`src/rtl/hsv_pkg.sv`:
```
// ----------------------------------------------------------------------------
// HSV to RGB converter package
// Shared widths, stage control type and divider constants.
// ----------------------------------------------------------------------------
package hsv_pkg;

    // Field widths of the transfer payloads.
    localparam int HUE_W  = 10;
    localparam int FRAC_W = 9;
    localparam int CH_W   = 8;

    // Weight applied to saturation per channel, 0 to 60.
    localparam int WGT_W = 7;

    // Final divide by 15 done as a multiply by a rounded-up reciprocal.
    // The error stays below one unit for every dividend under 4096.
    localparam int                DIVQ_W      = 12;
    localparam int                RECIP_W     = 15;
    localparam logic [RECIP_W-1:0] RECIP_15   = 15'd17477;
    localparam int                RECIP_SHIFT = 18;
    localparam int                RPROD_W     = DIVQ_W + RECIP_W;

    // Load enables of the six pipeline stages.
    typedef struct packed {
        logic ld_wrap;
        logic ld_sector;
        logic ld_weight;
        logic ld_prod;
        logic ld_scale;
        logic ld_div;
    } hsv_ctrl_t;

endpackage

```
`src/rtl/hsv_if.sv`:
```
// ----------------------------------------------------------------------------
// HSV to RGB converter channels
// Valid/ready interfaces for the HSV input and the RGB output.
// ----------------------------------------------------------------------------
interface hsv_in_if;
    import hsv_pkg::*;

    logic              valid;
    logic              ready;
    logic [HUE_W-1:0]  hue;
    logic [FRAC_W-1:0] saturation;
    logic [FRAC_W-1:0] brightness;

    modport source (output valid, output hue, output saturation, output brightness,
                    input ready);
    modport sink   (input valid, input hue, input saturation, input brightness,
                    output ready);
endinterface

interface hsv_out_if;
    import hsv_pkg::*;

    logic            valid;
    logic            ready;
    logic [CH_W-1:0] red;
    logic [CH_W-1:0] green;
    logic [CH_W-1:0] blue;

    modport source (output valid, output red, output green, output blue,
                    input ready);
    modport sink   (input valid, input red, input green, input blue,
                    output ready);
endinterface

```
`src/rtl/hsv_to_rgb_converter.sv`:
```
// ----------------------------------------------------------------------------
// HSV to RGB converter
// Six-stage pipeline turning hue, saturation and value into 8-bit RGB.
// ----------------------------------------------------------------------------
// Usage: colors enter on the hsv channel (hue in degrees, saturation and
// brightness with 1 << FRACTION_BITS meaning full scale) and leave on the
// rgb channel as truncated 8-bit red, green and blue. Every transfer on hsv
// produces exactly one transfer on rgb, in order.
//
// Throughput is one color per cycle while rgb.ready stays high; the work is
// spread over six register stages, each of which holds one color: wrap and
// clamp, sector select, weight product, value product, scaling, and the
// final divide by fifteen.
//
// When the receiver holds rgb.ready low the last stage keeps its result and
// each stage stops only if the stage after it is full, so bubbles close up
// and the input keeps taking transfers until all six stages hold a color.
// hsv.ready depends combinationally on rgb.ready through that chain.
//
// Reset clears all stage valid bits; the block is ready right after reset.
// ----------------------------------------------------------------------------
module hsv_to_rgb_converter #(
    parameter int FRACTION_BITS = 8
) (
    input  logic      clk,
    input  logic      rst_n,
    hsv_in_if.sink    hsv,
    hsv_out_if.source rgb
);
    import hsv_pkg::*;

    localparam int NUM_STAGES = 6;

    logic [NUM_STAGES-1:0] vld_reg;
    logic [NUM_STAGES-1:0] vld_next;
    logic [NUM_STAGES-1:0] ld;
    hsv_ctrl_t             ctrl;

    logic [WGT_W-1:0]       w_red, w_green, w_blue;
    logic [FRACTION_BITS:0] sat, val;

    // A stage loads when it is empty or its content moves on this cycle.
    always_comb
    begin
        ld[NUM_STAGES-1] = !vld_reg[NUM_STAGES-1] || rgb.ready;
        for (int i = NUM_STAGES - 2; i >= 0; i--)
        begin
            ld[i] = !vld_reg[i] || ld[i+1];
        end
        vld_next[0] = ld[0] ? hsv.valid : vld_reg[0];
        for (int i = 1; i < NUM_STAGES; i++)
        begin
            if (ld[i])
            begin
                vld_next[i] = vld_reg[i-1];
            end
            else
            begin
                vld_next[i] = vld_reg[i];
            end
        end
    end

    assign ctrl.ld_wrap   = ld[0];
    assign ctrl.ld_sector = ld[1];
    assign ctrl.ld_weight = ld[2];
    assign ctrl.ld_prod   = ld[3];
    assign ctrl.ld_scale  = ld[4];
    assign ctrl.ld_div    = ld[5];

    always_ff @(posedge clk or negedge rst_n)
    begin
        if (!rst_n)
        begin
            vld_reg <= '0;
        end
        else
        begin
            vld_reg <= vld_next;
        end
    end

    assign hsv.ready = ld[0];
    assign rgb.valid = vld_reg[NUM_STAGES-1];

    hsv_front #(
        .FRACTION_BITS (FRACTION_BITS)
    ) u_front (
        .clk        (clk),
        .ctrl       (ctrl),
        .hue        (hsv.hue),
        .saturation (hsv.saturation),
        .brightness (hsv.brightness),
        .w_red      (w_red),
        .w_green    (w_green),
        .w_blue     (w_blue),
        .sat        (sat),
        .val        (val)
    );

    hsv_chan #(
        .FRACTION_BITS (FRACTION_BITS)
    ) u_chan_red (
        .clk  (clk),
        .ctrl (ctrl),
        .wgt  (w_red),
        .sat  (sat),
        .val  (val),
        .ch   (rgb.red)
    );

    hsv_chan #(
        .FRACTION_BITS (FRACTION_BITS)
    ) u_chan_green (
        .clk  (clk),
        .ctrl (ctrl),
        .wgt  (w_green),
        .sat  (sat),
        .val  (val),
        .ch   (rgb.green)
    );

    hsv_chan #(
        .FRACTION_BITS (FRACTION_BITS)
    ) u_chan_blue (
        .clk  (clk),
        .ctrl (ctrl),
        .wgt  (w_blue),
        .sat  (sat),
        .val  (val),
        .ch   (rgb.blue)
    );

    // The number of colors in flight changes only by transfers at the ports.
    a_occupancy: assert property (@(posedge clk) disable iff (!rst_n)
        1'b1 |=> $countones(vld_reg) == $past($countones(vld_reg))
                 + $past(int'(hsv.valid && hsv.ready))
                 - $past(int'(rgb.valid && rgb.ready)))
        else $error("pipeline occupancy does not match the transfers");

    // A stalled result must not be overwritten.
    a_hold_output: assert property (@(posedge clk) disable iff (!rst_n)
        rgb.valid && !rgb.ready |-> !ctrl.ld_div)
        else $error("output stage loads while its result is stalled");

    // A color never waits in front of an empty stage.
    a_no_gap: assert property (@(posedge clk) disable iff (!rst_n)
        vld_reg[0] && !vld_reg[1] |=> vld_reg[1])
        else $error("first stage did not advance into an empty stage");

endmodule

```
`src/rtl/hsv_front.sv`:
```
// ----------------------------------------------------------------------------
// HSV front end
// Clamps saturation and value, wraps the hue and picks the per-channel
// saturation weight from the hue sector.
// ----------------------------------------------------------------------------
module hsv_front #(
    parameter int FRACTION_BITS = 8
) (
    input  logic                           clk,
    input  hsv_pkg::hsv_ctrl_t             ctrl,
    input  logic [hsv_pkg::HUE_W-1:0]      hue,
    input  logic [hsv_pkg::FRAC_W-1:0]     saturation,
    input  logic [hsv_pkg::FRAC_W-1:0]     brightness,
    output logic [hsv_pkg::WGT_W-1:0]      w_red,
    output logic [hsv_pkg::WGT_W-1:0]      w_green,
    output logic [hsv_pkg::WGT_W-1:0]      w_blue,
    output logic [FRACTION_BITS:0]         sat,
    output logic [FRACTION_BITS:0]         val
);
    import hsv_pkg::*;

    localparam int EXT_W = (FRAC_W > FRACTION_BITS + 1) ? FRAC_W : FRACTION_BITS + 1;
    localparam logic [EXT_W-1:0] ONE_EXT = EXT_W'(1) << FRACTION_BITS;

    localparam logic [2:0] SECT_0    = 3'd0;
    localparam logic [2:0] SECT_1    = 3'd1;
    localparam logic [2:0] SECT_2    = 3'd2;
    localparam logic [2:0] SECT_3    = 3'd3;
    localparam logic [2:0] SECT_4    = 3'd4;
    localparam logic [2:0] SECT_5    = 3'd5;
    localparam logic [2:0] SECT_NONE = 3'd6;

    localparam logic [WGT_W-1:0] W_ZERO = 7'd0;
    localparam logic [WGT_W-1:0] W_FULL = 7'd60;

    // Stage 1 registers.
    logic [HUE_W-1:0]       hue_reg;
    logic [HUE_W-1:0]       hue_next;
    logic [FRACTION_BITS:0] sat1_reg;
    logic [FRACTION_BITS:0] sat1_next;
    logic [FRACTION_BITS:0] val1_reg;
    logic [FRACTION_BITS:0] val1_next;

    // Stage 2 registers.
    logic [WGT_W-1:0]       wr_reg, wr_next;
    logic [WGT_W-1:0]       wg_reg, wg_next;
    logic [WGT_W-1:0]       wb_reg, wb_next;
    logic [FRACTION_BITS:0] sat2_reg;
    logic [FRACTION_BITS:0] val2_reg;

    logic [EXT_W-1:0] sat_ext;
    logic [EXT_W-1:0] val_ext;
    logic [2:0]       sect;
    logic [HUE_W-1:0] base;
    logic [5:0]       offset;
    logic [WGT_W-1:0] hue_dist;

    always_comb
    begin
        sat_ext   = EXT_W'(saturation);
        val_ext   = EXT_W'(brightness);
        sat1_next = (sat_ext > ONE_EXT) ? (FRACTION_BITS+1)'(ONE_EXT)
                                        : (FRACTION_BITS+1)'(sat_ext);
        val1_next = (val_ext > ONE_EXT) ? (FRACTION_BITS+1)'(ONE_EXT)
                                        : (FRACTION_BITS+1)'(val_ext);
        hue_next  = (hue >= 10'd360) ? hue - 10'd360 : hue;
    end

    always_comb
    begin
        if (hue_reg < 10'd60)
        begin
            sect = SECT_0;
            base = 10'd0;
        end
        else if (hue_reg < 10'd120)
        begin
            sect = SECT_1;
            base = 10'd60;
        end
        else if (hue_reg < 10'd180)
        begin
            sect = SECT_2;
            base = 10'd120;
        end
        else if (hue_reg < 10'd240)
        begin
            sect = SECT_3;
            base = 10'd180;
        end
        else if (hue_reg < 10'd300)
        begin
            sect = SECT_4;
            base = 10'd240;
        end
        else if (hue_reg < 10'd360)
        begin
            sect = SECT_5;
            base = 10'd300;
        end
        else
        begin
            sect = SECT_NONE;
            base = 10'd0;
        end

        offset   = 6'(hue_reg - base);
        // Distance of hue mod 120 from 60: falling in even sectors, rising in odd.
        hue_dist = sect[0] ? WGT_W'(offset) : W_FULL - WGT_W'(offset);

        // Weight 0 gives the full chroma, 60 gives the bare offset M.
        case (sect)
            SECT_0:  begin wr_next = W_ZERO;   wg_next = hue_dist; wb_next = W_FULL;   end
            SECT_1:  begin wr_next = hue_dist; wg_next = W_ZERO;   wb_next = W_FULL;   end
            SECT_2:  begin wr_next = W_FULL;   wg_next = W_ZERO;   wb_next = hue_dist; end
            SECT_3:  begin wr_next = W_FULL;   wg_next = hue_dist; wb_next = W_ZERO;   end
            SECT_4:  begin wr_next = hue_dist; wg_next = W_FULL;   wb_next = W_ZERO;   end
            SECT_5:  begin wr_next = W_ZERO;   wg_next = W_FULL;   wb_next = hue_dist; end
            default: begin wr_next = W_FULL;   wg_next = W_FULL;   wb_next = W_FULL;   end
        endcase
    end

    always_ff @(posedge clk)
    begin
        if (ctrl.ld_wrap)
        begin
            hue_reg  <= hue_next;
            sat1_reg <= sat1_next;
            val1_reg <= val1_next;
        end
        if (ctrl.ld_sector)
        begin
            wr_reg   <= wr_next;
            wg_reg   <= wg_next;
            wb_reg   <= wb_next;
            sat2_reg <= sat1_reg;
            val2_reg <= val1_reg;
        end
    end

    assign w_red   = wr_reg;
    assign w_green = wg_reg;
    assign w_blue  = wb_reg;
    assign sat     = sat2_reg;
    assign val     = val2_reg;

endmodule

```
`src/rtl/hsv_chan.sv`:
```
// ----------------------------------------------------------------------------
// HSV channel datapath
// Computes one 8-bit color channel from its saturation weight in four
// register stages: weight product, value product, scale, divide.
// ----------------------------------------------------------------------------
module hsv_chan #(
    parameter int FRACTION_BITS = 8
) (
    input  logic                        clk,
    input  hsv_pkg::hsv_ctrl_t          ctrl,
    input  logic [hsv_pkg::WGT_W-1:0]   wgt,
    input  logic [FRACTION_BITS:0]      sat,
    input  logic [FRACTION_BITS:0]      val,
    output logic [hsv_pkg::CH_W-1:0]    ch
);
    import hsv_pkg::*;

    localparam int SW_W = FRACTION_BITS + 1 + WGT_W;
    localparam int T_W  = FRACTION_BITS + 6;
    localparam int P_W  = 2 * FRACTION_BITS + 6;
    localparam int S_W  = P_W + 8;
    localparam logic [SW_W-1:0] FULL_SCALE = SW_W'(60) << FRACTION_BITS;

    logic [T_W-1:0]           t_reg, t_next;
    logic [FRACTION_BITS:0]   v3_reg;
    logic [P_W-1:0]           p_reg, p_next;
    logic [DIVQ_W-1:0]        q_reg, q_next;
    logic [CH_W-1:0]          ch_reg, ch_next;

    logic [SW_W-1:0]    sw;
    logic [S_W-1:0]     scaled;
    logic [RPROD_W-1:0] rprod;

    always_comb
    begin
        // Numerator over 60*ONE*ONE is val * (60*ONE - sat*wgt).
        sw      = SW_W'(sat) * SW_W'(wgt);
        t_next  = T_W'(FULL_SCALE - sw);
        p_next  = P_W'(v3_reg) * P_W'(t_reg);
        // Times 255, drop ONE*ONE and a further factor of four.
        scaled  = (S_W'(p_reg) << 8) - S_W'(p_reg);
        q_next  = scaled[2*FRACTION_BITS+13:2*FRACTION_BITS+2];
        // Remaining divide by 15.
        rprod   = RPROD_W'(q_reg) * RPROD_W'(RECIP_15);
        ch_next = rprod[RECIP_SHIFT+CH_W-1:RECIP_SHIFT];
    end

    always_ff @(posedge clk)
    begin
        if (ctrl.ld_weight)
        begin
            t_reg  <= t_next;
            v3_reg <= val;
        end
        if (ctrl.ld_prod)
        begin
            p_reg <= p_next;
        end
        if (ctrl.ld_scale)
        begin
            q_reg <= q_next;
        end
        if (ctrl.ld_div)
        begin
            ch_reg <= ch_next;
        end
    end

    assign ch = ch_reg;

endmodule

```
`src/flat_wrapper.sv`:
```
// flat-port wrapper written by rule: the top's interface ports become plain ports
module hsv_to_rgb_converter_flat import hsv_pkg::*;
#(
    parameter int FRACTION_BITS = 8
)
  (clk, rst_n, hsv_valid, hsv_hue, hsv_saturation, hsv_brightness, hsv_ready, rgb_valid, rgb_red, rgb_green, rgb_blue, rgb_ready);
  hsv_in_if hsv_i ();
  hsv_out_if rgb_i ();
  input  logic clk;
  input  logic rst_n;
  input wire logic [$bits(hsv_i.valid)-1:0] hsv_valid;
  input wire logic [$bits(hsv_i.hue)-1:0] hsv_hue;
  input wire logic [$bits(hsv_i.saturation)-1:0] hsv_saturation;
  input wire logic [$bits(hsv_i.brightness)-1:0] hsv_brightness;
  output wire logic [$bits(hsv_i.ready)-1:0] hsv_ready;
  output wire logic [$bits(rgb_i.valid)-1:0] rgb_valid;
  output wire logic [$bits(rgb_i.red)-1:0] rgb_red;
  output wire logic [$bits(rgb_i.green)-1:0] rgb_green;
  output wire logic [$bits(rgb_i.blue)-1:0] rgb_blue;
  input wire logic [$bits(rgb_i.ready)-1:0] rgb_ready;
  assign hsv_i.valid = hsv_valid;
  assign hsv_i.hue = hsv_hue;
  assign hsv_i.saturation = hsv_saturation;
  assign hsv_i.brightness = hsv_brightness;
  assign hsv_ready = hsv_i.ready;
  assign rgb_valid = rgb_i.valid;
  assign rgb_red = rgb_i.red;
  assign rgb_green = rgb_i.green;
  assign rgb_blue = rgb_i.blue;
  assign rgb_i.ready = rgb_ready;
  hsv_to_rgb_converter #(.FRACTION_BITS(FRACTION_BITS)) u_core (.clk(clk), .rst_n(rst_n), .hsv(hsv_i), .rgb(rgb_i));
endmodule
```
`config.mk`:
```
export PLATFORM = sky130hd
export DESIGN_NAME = hsv_to_rgb_converter_flat
export DESIGN_NICKNAME = d
export VERILOG_FILES = /design/src/rtl/hsv_pkg.sv /design/src/rtl/hsv_if.sv /design/src/rtl/hsv_to_rgb_converter.sv /design/src/rtl/hsv_front.sv /design/src/rtl/hsv_chan.sv /design/src/flat_wrapper.sv
export SDC_FILE = /design/constraint.sdc
export NUM_CORES = 2
export LEC_CHECK = 0
export ABC_AREA = 1
export BUFFER_PORTS_ARGS = -buffer_cell sky130_fd_sc_hd__buf_2
export CORE_MARGIN = 2
export CORE_UTILIZATION = 40
export CTS_BUF_LIST = sky130_fd_sc_hd__clkbuf_4 sky130_fd_sc_hd__clkbuf_8
export CTS_CLUSTER_SIZE = 24
export DETAILED_ROUTE_END_ITERATION = 16
export PLACE_DENSITY = 0.61
export SLEW_MARGIN = 20
export SYNTH_ARGS = -nofsm -noshare
export SYNTH_HDL_FRONTEND = slang
export SYNTH_SLANG_ARGS = --single-unit
```
`constraint.sdc`:
```
create_clock -name clk -period 12.2 [get_ports clk]
set_clock_uncertainty 0.15 [all_clocks]
set_input_delay 0.61 -clock clk [delete_from_list [all_inputs] [get_ports clk]]
set_output_delay 0.61 -clock clk [all_outputs]
set_load 0.005 [all_outputs]
```
==> results.cfg <==
[global_route]
grt_start_max_net_pins = 61
wire_length_of_the_first_global_routing_pass_um = 129000
via_count_of_the_first_global_routing_pass = 27400
grt.total_usage_pct = 16.9
grt.overflow.total = 0
number_of_antenna_violations_at_the_first_check_in_global_routing = 1

[final_layout]
area_growth_synth_to_finish_pct = 7.26
multi_input_comb_area_um2 = 23100
post_route_cells_drive_above_1_share_pct = 4.47
fin_nets = 5387
finish.cell_count_without_fillers = 5728
sequential_cell_area_um2 = 7480
num-fill-cells = 8918

[floorplanning]
floorplan.die.width_um = 303
fp-row-count = 109
die_area_um2 = 91500
core-area_um2 = 88400
fp.dieH_um = 303
initial_utilization_pct = 40.3
io_pins = 58

[sta]
slew-limit-headroom_pct = 36.4
fin_worst_hold_slack_ps = 115
timing.final.ws_setup_ps = 7300
fmax_ghz = 0.204
hold_violations = 0
fin_setup_tns_ps = 0
timing_max_transition_violations_final = 0
setup-violations-final = 0
tightest_slew_ps = 954
unrepaired_setup_endpoints_after_global_routing = no
post-route-min-period_ps = 4900
post-route-period-util_pct = 40.2

[yosys]
post_synth_top_area_cell = fa_1
synth_top_cells_by_area = fa_1, edfxtp_1, ha_1
count_leader_synth = inv_1
synth-async-reset-ratio_pct = 2.40
area_fraction_of_the_dominant_cell_type_after_synthesis_pct = 23.0
yosysWarnings = 0
synth_seq_cells = 250
ys_types = 45
synth_commonest_cells = inv_1, nand2_1, ha_1, fa_1, edfxtp_1
post_synth.cell_area_avg_um2 = 7.89
synth_ff_type = edfxtp_1
synth_edf_count = 244
postSynthNetCount = 5383
syn-instance-count = 4517
yosysSeqAreaShare_pct = 21.0
synthesis.area_um2 = 35700

[clock_tree]
ctsRootBufferMaster = clkbuf_8
htree_num_levels = 2
post_cts.repair.setup_buffers = 0
cts-buffers-inserted = 50
tritoncts = yes
postCtsResizedCells = 0
clk_transition_reported_paths_ps = 60
clk-insertion-delay-late_ps = 660
cts.path.max_buffers = 3
cts_num_sinks = 250

[hold_path]
worst_hold_path_type = primary input to register

[job]
timing.max_cap.violations = 0

[route]
num_vias = 27000
ant_nets = 0
first_iter_violations = 1356
drt-wirelength-per-cell_um = 12.9
totalWireLength_um = 73800
drcViolationCount = 0
dr.pass1.iters = 5
route.detailed.vias_per_inst = 4.72

[critical_path]
crit_path_max_fanout = 42
required_ps = 12450
critical_path_class = register to register
start_kind = register
cp_cell_sequence = buf_4, nand2_1, fa_1, inv_1, fa_1, inv_1, fa_1, fa_1, inv_1, ha_1, a21oi_1, nand2_1, a21oi_1, o21ai_1, nand2_1, nand2_1, xor2_1
critical_path.endpoint_type = register
path_delay_family = adder cells
cpPeakStageDelay_ps = 550
crit_arrival_ps = 5150
slowest_stage = fa_1
worstPathBufferInverterCount = 4

[placed_design]
post-dp-hpwl_um = 60300
place.gp.congestion = 0.877
place_inst = 5627
port_buffers = 57
place_ws_ps = 7240

[run_status]
outcome = finished, final reports clean
cells by family (layout without fill, tap and decap cells):
group	Yosys count	in the layout	share of synthesized area [%]
buffers and inverters	1361	1406	14.3
AND/OR/NAND/NOR	1595	1595	18.3
other	0	1	0
adder cells (fa/ha/maj)	834	834	37.9
AO/OA/AOI/OAI	353	353	5.51
XOR/XNOR	124	124	3.05
flip-flops	250	250	21.0
worst paths after layout:
path	to	slack (ps)	cells after the start	start
setup / recovery	u_core.u_chan_green.p_reg[14]	7300	17	u_core.u_chan_red.v3_reg[2]
hold / removal	u_core.u_front.sat1_reg[0]	120	3	hsv_saturation[0]
setup reg to reg	u_core.u_chan_green.p_reg[14]	7300	17	u_core.u_chan_red.v3_reg[2]
hold reg to reg	u_core.u_front.val[3]	260	0	u_core.u_front.val1_reg[3]
max in group asynchronous	u_core.vld_reg[3]	11520	2	rst_n
min in group asynchronous	u_core.vld_reg[5]	190	2	rst_n
layer usage:
metal  global-route usage (%)  vias to the layer above  wire length, µm
met4                     4.22                        0             1430
met5                        0                        -                0
li1                         -                    13700                -
met2                     29.0                      475            34800
met3                     2.06                       88             2880
met1                     22.6                    12800            34700
cell type report:
type / instances / share of cell area (%)
Timing Repair Buffer: 80 / 1.24
Inverter: 1233 / 12.1
Clock inverter: 26 / 0.749
Sequential cell: 250 / 19.6
Multi-Input combinational cell: 2906 / 60.3
Clock buffer: 67 / 2.22
Tap cell: 1165 / 3.81
Antenna cell: 1 / 0.00654
tightest hold or removal path: stages:
cell    delay (ps)
buf_2           70
inv_1           40
nor2_1          80
through the flow:
| stage | util (%) | area, µm² |
|---|---|---|
| 6_report | 43.3 | 38200 |
| 4_1_cts | 43.3 | 38200 |
| 3_3_place_gp | 41.9 | 37000 |
| 5_1_grt | 43.3 | 38200 |
| 2_1_floorplan | - | 35700 |
| 3_5_place_dp | 41.9 | 37000 |
timing repair:
action	4_1_cts	5_1_grt
hold buffers	7	0
hold endpoints to repair	12	0
setup endpoints to repair	0	0
cells in the final DEF, fill, tap and decap left out, types with 3 or more instances in the layout:
| master | netlist | layout |
|---|---|---|
| inv_2 | 7 | 9 |
| ha_1 | 425 | 425 |
| nand2_4 | 5 | 5 |
| edfxtp_1 | 244 | 244 |
| a21o_1 | 15 | 15 |
| clkbuf_4 | 0 | 12 |
| o21ai_2 | 7 | 7 |
| and3_1 | 6 | 6 |
| xnor2_1 | 37 | 37 |
| a21boi_0 | 5 | 5 |
| nor2_1 | 237 | 237 |
| dlygate4sd3_1 | 0 | 7 |
| nand4_1 | 44 | 44 |
| clkinv_2 | 0 | 8 |
| nor4_1 | 4 | 4 |
| nand3b_1 | 3 | 3 |
| bufinv_16 | 0 | 6 |
| nand2_1 | 1088 | 1088 |
| nor2_2 | 6 | 6 |
| nand2_2 | 9 | 9 |
| dfrtp_1 | 6 | 6 |
| xor2_1 | 87 | 87 |
| o21a_1 | 16 | 16 |
| a21oi_1 | 164 | 164 |
| nand3_1 | 142 | 142 |
| o21ai_0 | 112 | 112 |
| nand3_2 | 3 | 3 |
| clkinv_1 | 1 | 9 |
| o21bai_1 | 4 | 4 |
| inv_1 | 1225 | 1223 |
| o21ai_1 | 3 | 3 |
| a31oi_1 | 6 | 6 |
| buf_4 | 0 | 16 |
| o211ai_1 | 4 | 4 |
| clkbuf_8 | 0 | 55 |
| nor3_1 | 41 | 41 |
| o31ai_1 | 11 | 11 |
| buf_2 | 1 | 57 |
| fa_1 | 409 | 409 |
Power is left out: the tool's default activity adds up to more than one toggle a clock period on the data nets, which glitch-free logic cannot reach.
